==> config.mk <==
export PLATFORM = sky130hd
export DESIGN_NAME = base24_product_key_decoder
export DESIGN_NICKNAME = d
export VERILOG_FILES = /design/src/rtl/bkd_pkg.sv /design/src/rtl/bkd_div24.sv /design/src/rtl/bkd_char_fmt.sv /design/src/rtl/base24_product_key_decoder.sv
export SDC_FILE = /design/constraint.sdc
export NUM_CORES = 1
export LEC_CHECK = 0
export ABC_AREA = 1
export BUFFER_PORTS_ARGS = -buffer_cell sky130_fd_sc_hd__buf_2
export CAP_MARGIN = 20
export CORE_AREA = 4 4 210 212
export DETAILED_ROUTE_END_ITERATION = 10
export DIE_AREA = 0 0 214 216
export PLACE_DENSITY_LB_ADDON = 0.12
export SKIP_CTS_REPAIR_TIMING = 1
export SLEW_MARGIN = 5
export SYNTH_ARGS = -nofsm -noshare
export SYNTH_HDL_FRONTEND = slang
export SYNTH_SLANG_ARGS = --single-unit
export TNS_END_PERCENT = 50
==> constraint.sdc <==
create_clock -name aclk -period 8.53 [get_ports aclk]
set_clock_uncertainty 0.15 [all_clocks]
set_input_delay 1.706 -clock aclk [delete_from_list [all_inputs] [get_ports aclk]]
set_output_delay 1.706 -clock aclk [all_outputs]
set_load 0.02 [all_outputs]
==> src/rtl/bkd_pkg.sv <==
// ----------------------------------------------------------------------------
// bkd_pkg
// Shared types, constants and the character table of the base-24 key decoder.
// ----------------------------------------------------------------------------
package bkd_pkg;

    localparam logic [6:0] START_OFFSET = 7'd52;
    localparam logic [6:0] KEY_END      = 7'd67;   // first offset past the key bytes
    localparam logic [6:0] MIN_RECORD   = 7'd77;   // offset of key start plus key chars
    localparam int         KEY_BYTES    = 15;
    localparam int         KEY_CHARS    = 25;
    localparam logic [3:0] KEY_LAST_IDX = 4'd14;
    localparam logic [4:0] CHAR_LAST    = 5'd24;
    localparam logic [2:0] GROUP_LEN    = 3'd5;
    localparam logic [4:0] RADIX        = 5'd24;
    localparam logic [6:0] CHAR_N       = 7'h4E;
    localparam logic [6:0] CHAR_HYPHEN  = 7'h2D;
    localparam int         FLAG_BIT     = 3;

    typedef enum logic [1:0] {
        ST_LOAD,
        ST_DIV,
        ST_EMIT
    } bkd_state_t;

    // one step of the long division: quotient byte and remainder
    typedef struct packed {
        logic [7:0] quot;
        logic [4:0] rem;
    } bkd_div_t;

    // base-24 digit to ascii; codes past 23 wrap modulo 24
    function automatic logic [6:0] bkd_alphabet(input logic [4:0] digit);
        logic [6:0] code;
        case (digit)
            5'd0, 5'd24:  code = 7'h42;  // B
            5'd1, 5'd25:  code = 7'h43;  // C
            5'd2, 5'd26:  code = 7'h44;  // D
            5'd3, 5'd27:  code = 7'h46;  // F
            5'd4, 5'd28:  code = 7'h47;  // G
            5'd5, 5'd29:  code = 7'h48;  // H
            5'd6, 5'd30:  code = 7'h4A;  // J
            5'd7, 5'd31:  code = 7'h4B;  // K
            5'd8:         code = 7'h4D;  // M
            5'd9:         code = 7'h50;  // P
            5'd10:        code = 7'h51;  // Q
            5'd11:        code = 7'h52;  // R
            5'd12:        code = 7'h54;  // T
            5'd13:        code = 7'h56;  // V
            5'd14:        code = 7'h57;  // W
            5'd15:        code = 7'h58;  // X
            5'd16:        code = 7'h59;  // Y
            5'd17:        code = 7'h32;  // 2
            5'd18:        code = 7'h33;  // 3
            5'd19:        code = 7'h34;  // 4
            5'd20:        code = 7'h36;  // 6
            5'd21:        code = 7'h37;  // 7
            5'd22:        code = 7'h38;  // 8
            default:      code = 7'h39;  // 9
        endcase
        return code;
    endfunction

endpackage

==> src/rtl/bkd_div24.sv <==
// ----------------------------------------------------------------------------
// bkd_div24
// Divides a remainder-prefixed key byte by 24: reciprocal estimate, one fixup.
// ----------------------------------------------------------------------------
module bkd_div24 (
    input  logic [4:0]        rem_in,
    input  logic [7:0]        byte_in,
    output bkd_pkg::bkd_div_t result
);
    import bkd_pkg::*;

    logic [12:0] acc;
    logic [9:0]  acc_div8;
    logic [18:0] prod;
    logic [8:0]  q_est;
    logic [12:0] r_full;
    logic [5:0]  r_est;

    // acc < 24 * 256, so acc / 24 fits in a byte
    assign acc      = {rem_in, byte_in};
    assign acc_div8 = acc[12:3];
    // 341 / 1024 sits just under 1/3: the estimate is exact or one low
    assign prod     = acc_div8 * 9'd341;
    assign q_est    = prod[18:10];
    assign r_full   = acc - {q_est, 4'b0000} - {1'b0, q_est, 3'b000};
    assign r_est    = r_full[5:0];

    always_comb begin
        if (r_est >= {1'b0, RADIX}) begin
            result.quot = q_est[7:0] + 8'd1;
            result.rem  = 5'(r_est - {1'b0, RADIX});
        end else begin
            result.quot = q_est[7:0];
            result.rem  = r_est[4:0];
        end
    end

endmodule

==> src/rtl/bkd_char_fmt.sv <==
// ----------------------------------------------------------------------------
// bkd_char_fmt
// Picks the digit for a key position and forms the ascii code of a result.
// ----------------------------------------------------------------------------
module bkd_char_fmt (
    input  logic [4:0] char_idx,
    input  logic       new_format,
    input  logic       hyphen,
    output logic [4:0] digit_sel,
    input  logic [4:0] digit,
    output logic [6:0] code
);
    import bkd_pkg::*;

    logic shifted;
    logic insert_n;

    // new format drops the leftmost digit and puts N in position five
    assign shifted   = new_format && (char_idx < 5'(GROUP_LEN));
    assign insert_n  = new_format && (char_idx == 5'(GROUP_LEN));
    assign digit_sel = shifted ? char_idx + 5'd1 : char_idx;

    always_comb begin
        if (hyphen) begin
            code = CHAR_HYPHEN;
        end else if (insert_n) begin
            code = CHAR_N;
        end else begin
            code = bkd_alphabet(digit);
        end
    end

endmodule

==> src/rtl/base24_product_key_decoder.sv <==
// ----------------------------------------------------------------------------
// base24_product_key_decoder
// Decodes the base-24 product key out of a streamed product-id record.
// ----------------------------------------------------------------------------
// Record bytes are taken one per cycle while loading, as long as the output register
// is free. A final byte of a record shorter than 77 bytes gives one empty result at
// once. A final byte of a longer record starts the decode: one shared divide-by-24
// unit walks the 15 key bytes for each of the 25 digits, one byte per cycle, and then
// the 29 characters leave at one per cycle as fast as the sink takes them. The input
// is not ready during decode and emit.
module base24_product_key_decoder (
    input  logic       aclk,
    input  logic       aresetn,
    input  logic       s_tvalid,
    output logic       s_tready,
    input  logic [7:0] s_tdata,   // [7:0] record_byte
    input  logic       s_tlast,   // end_of_record
    output logic       m_tvalid,
    input  logic       m_tready,
    output logic [7:0] m_tdata,   // [6:0] char_code, [7] zero
    output logic       m_tuser,   // key_empty
    output logic       m_tlast    // last_char
);
    import bkd_pkg::*;

    bkd_state_t state_reg, state_next;

    logic [6:0] bytes_seen_reg, bytes_seen_next;
    logic [7:0] key_reg   [KEY_BYTES];
    logic [7:0] key_next  [KEY_BYTES];
    logic [4:0] digit_reg [KEY_CHARS];
    logic [4:0] digit_next[KEY_CHARS];
    logic       flag_reg, flag_next;
    logic [3:0] div_j_reg, div_j_next;
    logic [4:0] div_i_reg, div_i_next;
    logic [4:0] rem_reg, rem_next;
    logic [4:0] char_idx_reg, char_idx_next;
    logic [2:0] grp_pos_reg, grp_pos_next;
    logic       m_valid_reg, m_valid_next;
    logic [6:0] m_code_reg, m_code_next;
    logic       m_empty_reg, m_empty_next;
    logic       m_last_reg, m_last_next;

    logic       in_accept;
    logic       out_free;
    logic [6:0] pos_inc;
    logic       long_record;
    logic       in_key;
    logic [6:0] key_off;
    logic       div_done;
    logic       emit_fire;
    logic       hyphen;
    logic       emit_last;
    logic [4:0] digit_sel;
    logic [6:0] fmt_code;
    bkd_div_t   div_res;

    bkd_div24 u_div (
        .rem_in  (rem_reg),
        .byte_in (key_reg[div_j_reg]),
        .result  (div_res)
    );

    bkd_char_fmt u_fmt (
        .char_idx   (char_idx_reg),
        .new_format (flag_reg),
        .hyphen     (hyphen),
        .digit_sel  (digit_sel),
        .digit      (digit_reg[digit_sel]),
        .code       (fmt_code)
    );

    assign out_free    = !m_valid_reg || m_tready;
    assign in_accept   = s_tvalid && s_tready;
    assign pos_inc     = (bytes_seen_reg < MIN_RECORD) ? bytes_seen_reg + 7'd1 : bytes_seen_reg;
    assign long_record = (pos_inc == MIN_RECORD);
    assign in_key      = (bytes_seen_reg >= START_OFFSET) && (bytes_seen_reg < KEY_END);
    assign key_off     = bytes_seen_reg - START_OFFSET;
    assign div_done    = (div_j_reg == 4'd0) && (div_i_reg == 5'd0);
    assign hyphen      = (grp_pos_reg == GROUP_LEN);
    assign emit_last   = (char_idx_reg == CHAR_LAST) && !hyphen;
    assign emit_fire   = (state_reg == ST_EMIT) && out_free;

    // next state
    always_comb begin
        state_next = state_reg;
        unique case (state_reg)
            ST_LOAD: begin
                if (in_accept && s_tlast && long_record) begin
                    state_next = ST_DIV;
                end
            end
            ST_DIV: begin
                if (div_done) begin
                    state_next = ST_EMIT;
                end
            end
            ST_EMIT: begin
                if (emit_fire && emit_last) begin
                    state_next = ST_LOAD;
                end
            end
            default: state_next = ST_LOAD;
        endcase
    end

    // datapath and outputs
    always_comb begin
        bytes_seen_next = bytes_seen_reg;
        key_next        = key_reg;
        digit_next      = digit_reg;
        flag_next       = flag_reg;
        div_j_next      = div_j_reg;
        div_i_next      = div_i_reg;
        rem_next        = rem_reg;
        char_idx_next   = char_idx_reg;
        grp_pos_next    = grp_pos_reg;
        m_valid_next    = m_valid_reg && !m_tready;
        m_code_next     = m_code_reg;
        m_empty_next    = m_empty_reg;
        m_last_next     = m_last_reg;
        s_tready        = 1'b0;

        unique case (state_reg)
            ST_LOAD: begin
                s_tready = out_free;
                if (in_accept) begin
                    if (in_key) begin
                        key_next[key_off[3:0]] = s_tdata;
                    end
                    bytes_seen_next = s_tlast ? 7'd0 : pos_inc;
                    if (s_tlast && !long_record) begin
                        m_valid_next = 1'b1;
                        m_code_next  = 7'd0;
                        m_empty_next = 1'b1;
                        m_last_next  = 1'b1;
                    end else if (s_tlast) begin
                        // top key byte was stored long before the final byte
                        flag_next = key_reg[KEY_LAST_IDX][FLAG_BIT];
                        key_next[KEY_LAST_IDX][FLAG_BIT] = 1'b0;
                        div_j_next    = KEY_LAST_IDX;
                        div_i_next    = CHAR_LAST;
                        rem_next      = 5'd0;
                        char_idx_next = 5'd0;
                        grp_pos_next  = 3'd0;
                    end
                end
            end
            ST_DIV: begin
                key_next[div_j_reg] = div_res.quot;
                if (div_j_reg == 4'd0) begin
                    digit_next[div_i_reg] = div_res.rem;
                    rem_next   = 5'd0;
                    div_j_next = KEY_LAST_IDX;
                    div_i_next = div_i_reg - 5'd1;
                end else begin
                    rem_next   = div_res.rem;
                    div_j_next = div_j_reg - 4'd1;
                end
            end
            ST_EMIT: begin
                if (emit_fire) begin
                    m_valid_next = 1'b1;
                    m_code_next  = fmt_code;
                    m_empty_next = 1'b0;
                    m_last_next  = emit_last;
                    if (hyphen) begin
                        grp_pos_next = 3'd0;
                    end else begin
                        grp_pos_next  = grp_pos_reg + 3'd1;
                        char_idx_next = char_idx_reg + 5'd1;
                    end
                end
            end
            default: begin
            end
        endcase
    end

    always_ff @(posedge aclk) begin
        if (!aresetn) begin
            state_reg      <= ST_LOAD;
            bytes_seen_reg <= 7'd0;
            flag_reg       <= 1'b0;
            m_valid_reg    <= 1'b0;
        end else begin
            state_reg      <= state_next;
            bytes_seen_reg <= bytes_seen_next;
            flag_reg       <= flag_next;
            m_valid_reg    <= m_valid_next;
        end
    end

    always_ff @(posedge aclk) begin
        key_reg      <= key_next;
        digit_reg    <= digit_next;
        div_j_reg    <= div_j_next;
        div_i_reg    <= div_i_next;
        rem_reg      <= rem_next;
        char_idx_reg <= char_idx_next;
        grp_pos_reg  <= grp_pos_next;
        m_code_reg   <= m_code_next;
        m_empty_reg  <= m_empty_next;
        m_last_reg   <= m_last_next;
    end

    assign m_tvalid = m_valid_reg;
    assign m_tdata  = {1'b0, m_code_reg};
    assign m_tuser  = m_empty_reg;
    assign m_tlast  = m_last_reg;

endmodule

==> results.yml, run 1 <==
routing:
  vias_per_cell: 5.38
  wirelength_mm: 51.5
  drt_first_pass_iters: 6
  post_drt_wl_per_cell_um: 20.2
  remaining_drc_errors: 0
  vias: 13700
  final_antenna_net_count: 0
  drt_iter0_drc: 1355
timing:
  setup_violations: 0
  rsz0062_at_grt: "false"
  final-max-slew-violation-count: 0
  timing.final.crit_period_ns: 8.11
  final-hold-violation-count: 0
  fmax_ghz: 0.123
  worst_pin_slew_ns: 1.08
  fin_crit_sh_pct: 95.1
  fin_setup_tns_ns: 0
  slew_headroom_pct: 27.6
setup_path:
  cp-end-kind: "flop"
  r2r_start: "div_j_reg[0]"
  arrival_ns: 8.23
  r2r_slack_ns: 0.42
  crit_path_max_fanout: 22
  crit_path_frequent_cell: "nand2_1"
  rr_worst_depth: 28
  crit_type: "reg2reg"
  required_ns: 8.65
  start_kind: "flop"
  r2r_end: "key_reg[27]"
  critical_path.max_stage_delay_ns: 0.57
  worst_path_max_delay_cell: "nand2_1"
clock_tree:
  ctsRootBufferMaster: "clkbuf_16"
  cts.htree.levels: 2
  cts_sinks: 287
  worstSkewPairLatency_ns: 0.55
  clock_path_buffers: 3
  cts_buffers: 35
  cts_tree: "yes"
  clk_pin_slew_ns: 0.06
die:
  rows: 75
  initial_core_util_pct: 40.0
  io_pins: 25
  die-area_um2: 46200
  die_h_um: 216
  dieWidth_um: 214
  coreArea_um2: 41900
run:
  max-cap-violations: 0
synthesis:
  synthFlopType: "edfxtp_1"
  synthArstFlopShare_pct: 0
  synth.avg_cell_area_um2: 8.50
  synth-edff-count: 276
  netlist_instances: 1975
  yosysSeqAreaShare_pct: 50.7
  synth_seq_cells: 287
  synth_cell_type_count: 50
  yosys_warnings: 0
  syn_nets: 2075
  netlist_area_um2: 16800
final_layout:
  nFillCells: 4195
  nets: 2084
  num_antenna_cells: 0
  area_growth_pct: 10.4
  drive_gt1_share_pct: 6.57
  regArea_um2: 8510
  multi_input_area_um2: 6970
  largest_reg_flops: 125
grt:
  antenna_found_initial: 0
  grt_pass1_vias: 13100
  grt_pass1_wl_mm: 78.7
  gr-usage-all-layers_pct: 22.0
  gr-total-overflow: 0
  grt_max_degree: 62
placed_design:
  dp_hpwl_mm: 34.7
  finalWeightedCongestion: 0.878
  io_buffers: 23
status:
  status: "complete, no violations"
worst_hold_path:
  hold_path.startpoint: "flag_reg"
  hp-class: "reg2reg"
  hold_depth: 2
  whs_endpoint: "flag_reg"
## critical path: cells and delay by family, from the launching register on
kind,cells,cell delay [ns]
buf+inv,6,1.13
flops,1,0.44
compound gates,3,0.65
simple gates,10,1.99
fa+ha+maj,8,3.10
xor+xnor,1,0.35
## area by class of cell
type                       instances  share of cell area (%)
clock buffer                      46                    5.05
clock inverter                    15                   0.837
inverter                         257                    5.22
multi-input combinational       1354                    37.6
sequential                       287                    45.9
tap                              539                    3.64
timing repair buffer              49                    1.78
## metrics by stage
| stage | util, % | area, um^2 | worst slack, ns | hold WS, ns | std cells |
|---|---|---|---|---|---|
| finish | 44.2 | 18500 | 0.418 | 0.322 | 2547 |
| CTS | 44.1 | 18500 | 0.441 | 0.324 | 2544 |
| global route | 44.2 | 18500 | 0.0180 | 0.336 | 2547 |
| global placement | 41.5 | 17400 | 0.515 | 0.306 | 2482 |
| detailed placement | 41.5 | 17400 | 0.439 | 0.313 | 2483 |
| floorplan | - | 16800 | 1.10 | 0.285 | 1975 |
## synth_stat cells, types with 3 or more instances
library cell	number	share of area [%]
nand2_1	560	13
edfxtp_1	276	49
nand3_1	273	8.1
inv_1	249	5.6
nor2_1	171	3.8
o21ai_0	89	2.7
ha_1	70	5.2
buf_2	35	1.0
a21oi_1	34	1.0
clkbuf_1	33	0.74
o22ai_1	21	0.78
o21ai_1	20	0.60
fa_1	17	2.0
xor2_1	13	0.68
dfxtp_1	11	1.3
xnor2_1	10	0.52
nand4_1	9	0.34
nand2_2	8	0.30
o211ai_1	8	0.36
nand3_2	7	0.42
a22o_1	6	0.31
buf_4	6	0.27
nor3_1	6	0.18
inv_2	4	0.089
clkinv_1	3	0.067
nand3b_1	3	0.13
or2_2	3	0.11
## layer usage
layer,GRT usage [%],vias up,routed length [um]
met1,32.3,6543,23600
li1,-,6546,-
met2,32.7,527,21800
met5,0,-,0
met3,4.51,83,4600
met4,7.37,0,1480
## worst max path at each step
stage / start / endpoint / slack, ns / depth (start not counted)
after floorplan: div_j_reg[0] / rem_reg[3] / 1.10 / 30
after global placement: div_j_reg[0] / key_reg[46] / 0.51 / 28
after detailed placement: div_j_reg[0] / key_reg[27] / 0.44 / 28
after CTS: div_j_reg[0] / key_reg[27] / 0.44 / 28
after global routing: div_j_reg[0] / key_reg[27] / 0.02 / 28
final: div_j_reg[0] / key_reg[27] / 0.42 / 28
## cells by family after synthesis
logic type	count (synthesis)	share of synthesized area, %
DFF	287	50.7
other	1	0.0223
buffers and inverters	334	7.96
and+or+nand+nor	1049	26.4
xor gates and xnor gates	24	1.30
adders and majority gates	87	7.24
AOI/OAI and AO/OA	193	6.41
## cells in the final DEF (no fill, tap or decap), types with 3 or more instances in the layout
cell type  Yosys  final
nor2_1       171    171
buf_4          6     22
dfxtp_1       11     11
nand3b_1       3      3
bufinv_16      0      3
xnor2_1       10     10
nand2_1      560    560
clkbuf_1      33      9
nand3_2        7      8
edfxtp_1     276    276
a22o_1         6      6
clkbuf_16      0     35
xor2_1        13     12
a21oi_1       34     33
o21ai_1       20     19
o22ai_1       21     21
buf_2         35     25
inv_1        249    249
or2_2          3      4
clkinv_2       0      5
fa_1          17     17
inv_2          4      4
ha_1          70     70
nand2_2        8      8
clkinv_1       3      7
nand4_1        9      9
nor3_1         6      6
nand3_1      273    272
o21ai_0       89     89
o211ai_1       8      8
Power of run 1 is left out: the tool's default activity adds up to more than one toggle a clock period on the data nets, which glitch-free logic cannot reach.
==> inputs of run 2 (changes only) <==
--- a/config.mk
+++ b/config.mk
@@ -5,12 +5,12 @@
 export SDC_FILE = /design/constraint.sdc
 export NUM_CORES = 1
 export LEC_CHECK = 0
-export ABC_AREA = 1
 export BUFFER_PORTS_ARGS = -buffer_cell sky130_fd_sc_hd__buf_2
 export CAP_MARGIN = 20
-export CORE_AREA = 4 4 210 212
+export CORE_AREA = 4 4 206 208
 export DETAILED_ROUTE_END_ITERATION = 10
-export DIE_AREA = 0 0 214 216
+export DIE_AREA = 0 0 210 212
+export MAX_ROUTING_LAYER = met4
 export PLACE_DENSITY_LB_ADDON = 0.12
 export SKIP_CTS_REPAIR_TIMING = 1
 export SLEW_MARGIN = 5
==> results.yml, run 2 <==
worst_hold_path:
  hold_depth: 2
  hp-class: "reg2reg"
die:
  die-area_um2: 44500
  io_pins: 25
  rows: 74
  coreArea_um2: 40600
  initial_core_util_pct: 39.5
  die_h_um: 212
  dieWidth_um: 210
placed_design:
  finalWeightedCongestion: 0.886
  dp_hpwl_mm: 31.7
  dp.cells: 1891
  place_ws_ns: 0.336
  io_buffers: 23
routing:
  drt_iter0_drc: 1221
  vias_per_cell: 5.84
  vias: 11400
  post_drt_wl_per_cell_um: 23.9
  wirelength_mm: 46.6
  remaining_drc_errors: 0
  drt_first_pass_iters: 6
  final_antenna_net_count: 0
synthesis:
  synthFlopType: "edfxtp_1"
  yosys_warnings: 0
  synth.area.top_cells: "edfxtp_1, ha_1, nand2_1, mux4_2, o21ai_0"
  synth_fa_ha_area_share_pct: 7.59
  synth-xor-area-share_pct: 1.65
  synth_seq_cells: 287
  synth_top_area_share_pct: 51.7
  yosysSeqAreaShare_pct: 53.1
  synthSimpleGateAreaFrac_pct: 12.8
  synth_top_family_by_area: "simple AND/OR/NAND/NOR gates"
  synth_top_cell_by_area: "edfxtp_1"
  synth_most_common_cell: "edfxtp_1"
  synthMuxAreaShare_pct: 9.51
  syn_nets: 1481
  synth-compound-area-share_pct: 12.1
  netlist_instances: 1381
  synth.avg_cell_area_um2: 11.6
  synthArstFlopShare_pct: 0
  synth_cell_type_count: 82
  ys_top_cells_by_count: "edfxtp_1, nand2_1, o21ai_0"
  netlist_area_um2: 16000
  synth-edff-count: 276
timing:
  fin_ws_ns: 0.482
  final-max-slew-violation-count: 0
  final-hold-violation-count: 0
  fmax_ghz: 0.124
  setup_violations: 0
  slew_headroom_pct: 29.9
  timing.final.crit_period_ns: 8.05
  fin_setup_tns_ns: 0
  fin_crit_sh_pct: 94.3
  rsz0062_at_grt: "false"
  worst_pin_slew_ns: 1.04
grt:
  gr-usage-all-layers_pct: 21.5
  gr-total-overflow: 0
  grt_pass1_wl_mm: 71.3
  grt_max_degree: 48
  antenna_found_initial: 0
  grt_pass1_vias: 11300
setup_path:
  crit_path_max_fanout: 32
  cp.depth: 27
  cpLargestDelayFamily: "adder cells"
  critPathBufInv: 7
  worst_path_max_delay_cell: "mux4_2"
  rr_worst_depth: 27
  arrival_ns: 8.16
  start_kind: "flop"
  required_ns: 8.64
  r2r_slack_ns: 0.48
  cp-end-kind: "flop"
  crit_path_frequent_cell: "ha_1"
  crit_type: "reg2reg"
  critical_path.max_stage_delay_ns: 0.54
final_layout:
  nets: 1495
  num_antenna_cells: 0
  nFillCells: 3768
  final_cell_count_no_fill: 1951
  area_growth_pct: 11.5
  final_common_cell: "edfxtp_1"
  post-route-util_pct: 44.0
  final_cell_mix: "edfxtp_1, nand2_1, o21ai_0"
  largest_reg_flops: 125
  drive_gt1_share_pct: 12.2
clock_tree:
  cts_sinks: 287
  worstSkewPairLatency_ns: 0.54
  clock_path_buffers: 3
  ctsRootBufferMaster: "clkbuf_16"
  cts.htree.levels: 2
  clk_pin_slew_ns: 0.06
  cts_buffers: 34
  cts_tree: "yes"
pwr:
  worst_ir_drop_vdd_mv: 0.146
  leakage_nw: 5.72
  power_density_nw_per_um2: 169
run:
  max-cap-violations: 0
status:
  status: "complete, no violations"
-- run 2: logic make-up (layout without fill, tap and decap cells) --
logic type | count (synthesis) | count (layout)
AO/OA/AOI/OAI | 307 | 307
buffers and inverters | 130 | 168
AND/OR/NAND/NOR | 441 | 441
other | 1 | 1
XOR/XNOR | 28 | 28
adder cells (fa/ha/maj) | 87 | 87
multiplexers | 100 | 100
flip-flops | 287 | 287
-- run 2: final cells by class --
class                   count  area [um^2]  share of cell area (%)
clock buffers              40          895                    5.01
clock inverters            20          199                    1.11
inverters                  58          218                    1.22
multi-input cells         964         7050                    39.5
flip-flops and latches    287         8510                    47.6
well taps                 532          666                    3.73
repair buffers             50          330                    1.85
-- run 2: routing by layer --
metal | routed length, um | vias up | global-route usage (%)
met2 | 21300 | 486 | 33.2
met1 | 20700 | 5623 | 30.1
met5 | 0 | - | -
li1 | - | 5211 | -
met3 | 3580 | 66 | 3.36
met4 | 1030 | 0 | 5.31
-- run 2: power breakdown --
group / switching (mW) / internal [mW] / total, mW
Sequential: 0.00179 / 1.52 / 1.52
Combinational: 0.0257 / 0.00704 / 0.0327
Clock: 0.584 / 0.870 / 1.45
Total: 0.611 / 2.40 / 3.01
-- run 2: worst paths after layout --
path,startpoint,end
worst max-delay path,div_j_reg[0],key_reg[6]
worst min-delay path,bytes_seen_reg[5],bytes_seen_reg[5]
worst max register to register,div_j_reg[0],key_reg[6]
worst min register to register,bytes_seen_reg[5],bytes_seen_reg[5]
-- run 2: per-stage QoR --
stage / cell area [um^2] / hold slack, ns / total power, mW
after floorplan: 16000 / 0.340 / 1.57
after detailed placement: 16700 / 0.382 / 1.59
final: 17900 / 0.401 / 3.01
after global placement: 16700 / 0.367 / 1.59
after CTS: 17800 / 0.399 / 3.04
after global routing: 17900 / 0.466 / 3.10
-- run 2: worst register-to-register path, stage by stage (launching register included) --
cell and delay (ns):
edfxtp_1 0.43, buf_12 0.26, mux4_2 0.56, mux4_2 0.53, ha_1 0.38, fa_1 0.52
inv_1 0.05, fa_1 0.53, inv_1 0.06, fa_1 0.47, ha_1 0.29, inv_1 0.04
a221oi_2 0.24, buf_4 0.20, nor3_1 0.04, nor2_1 0.25, ha_1 0.30, ha_1 0.28
inv_1 0.04, ha_1 0.21, xnor2_2 0.25, xnor2_4 0.11, mux2i_2 0.17, or4_1 0.54
a221oi_2 0.29, xor2_2 0.15, buf_4 0.28, o21ai_0 0.15
Note: power is estimated with default switching activity, not from simulation.
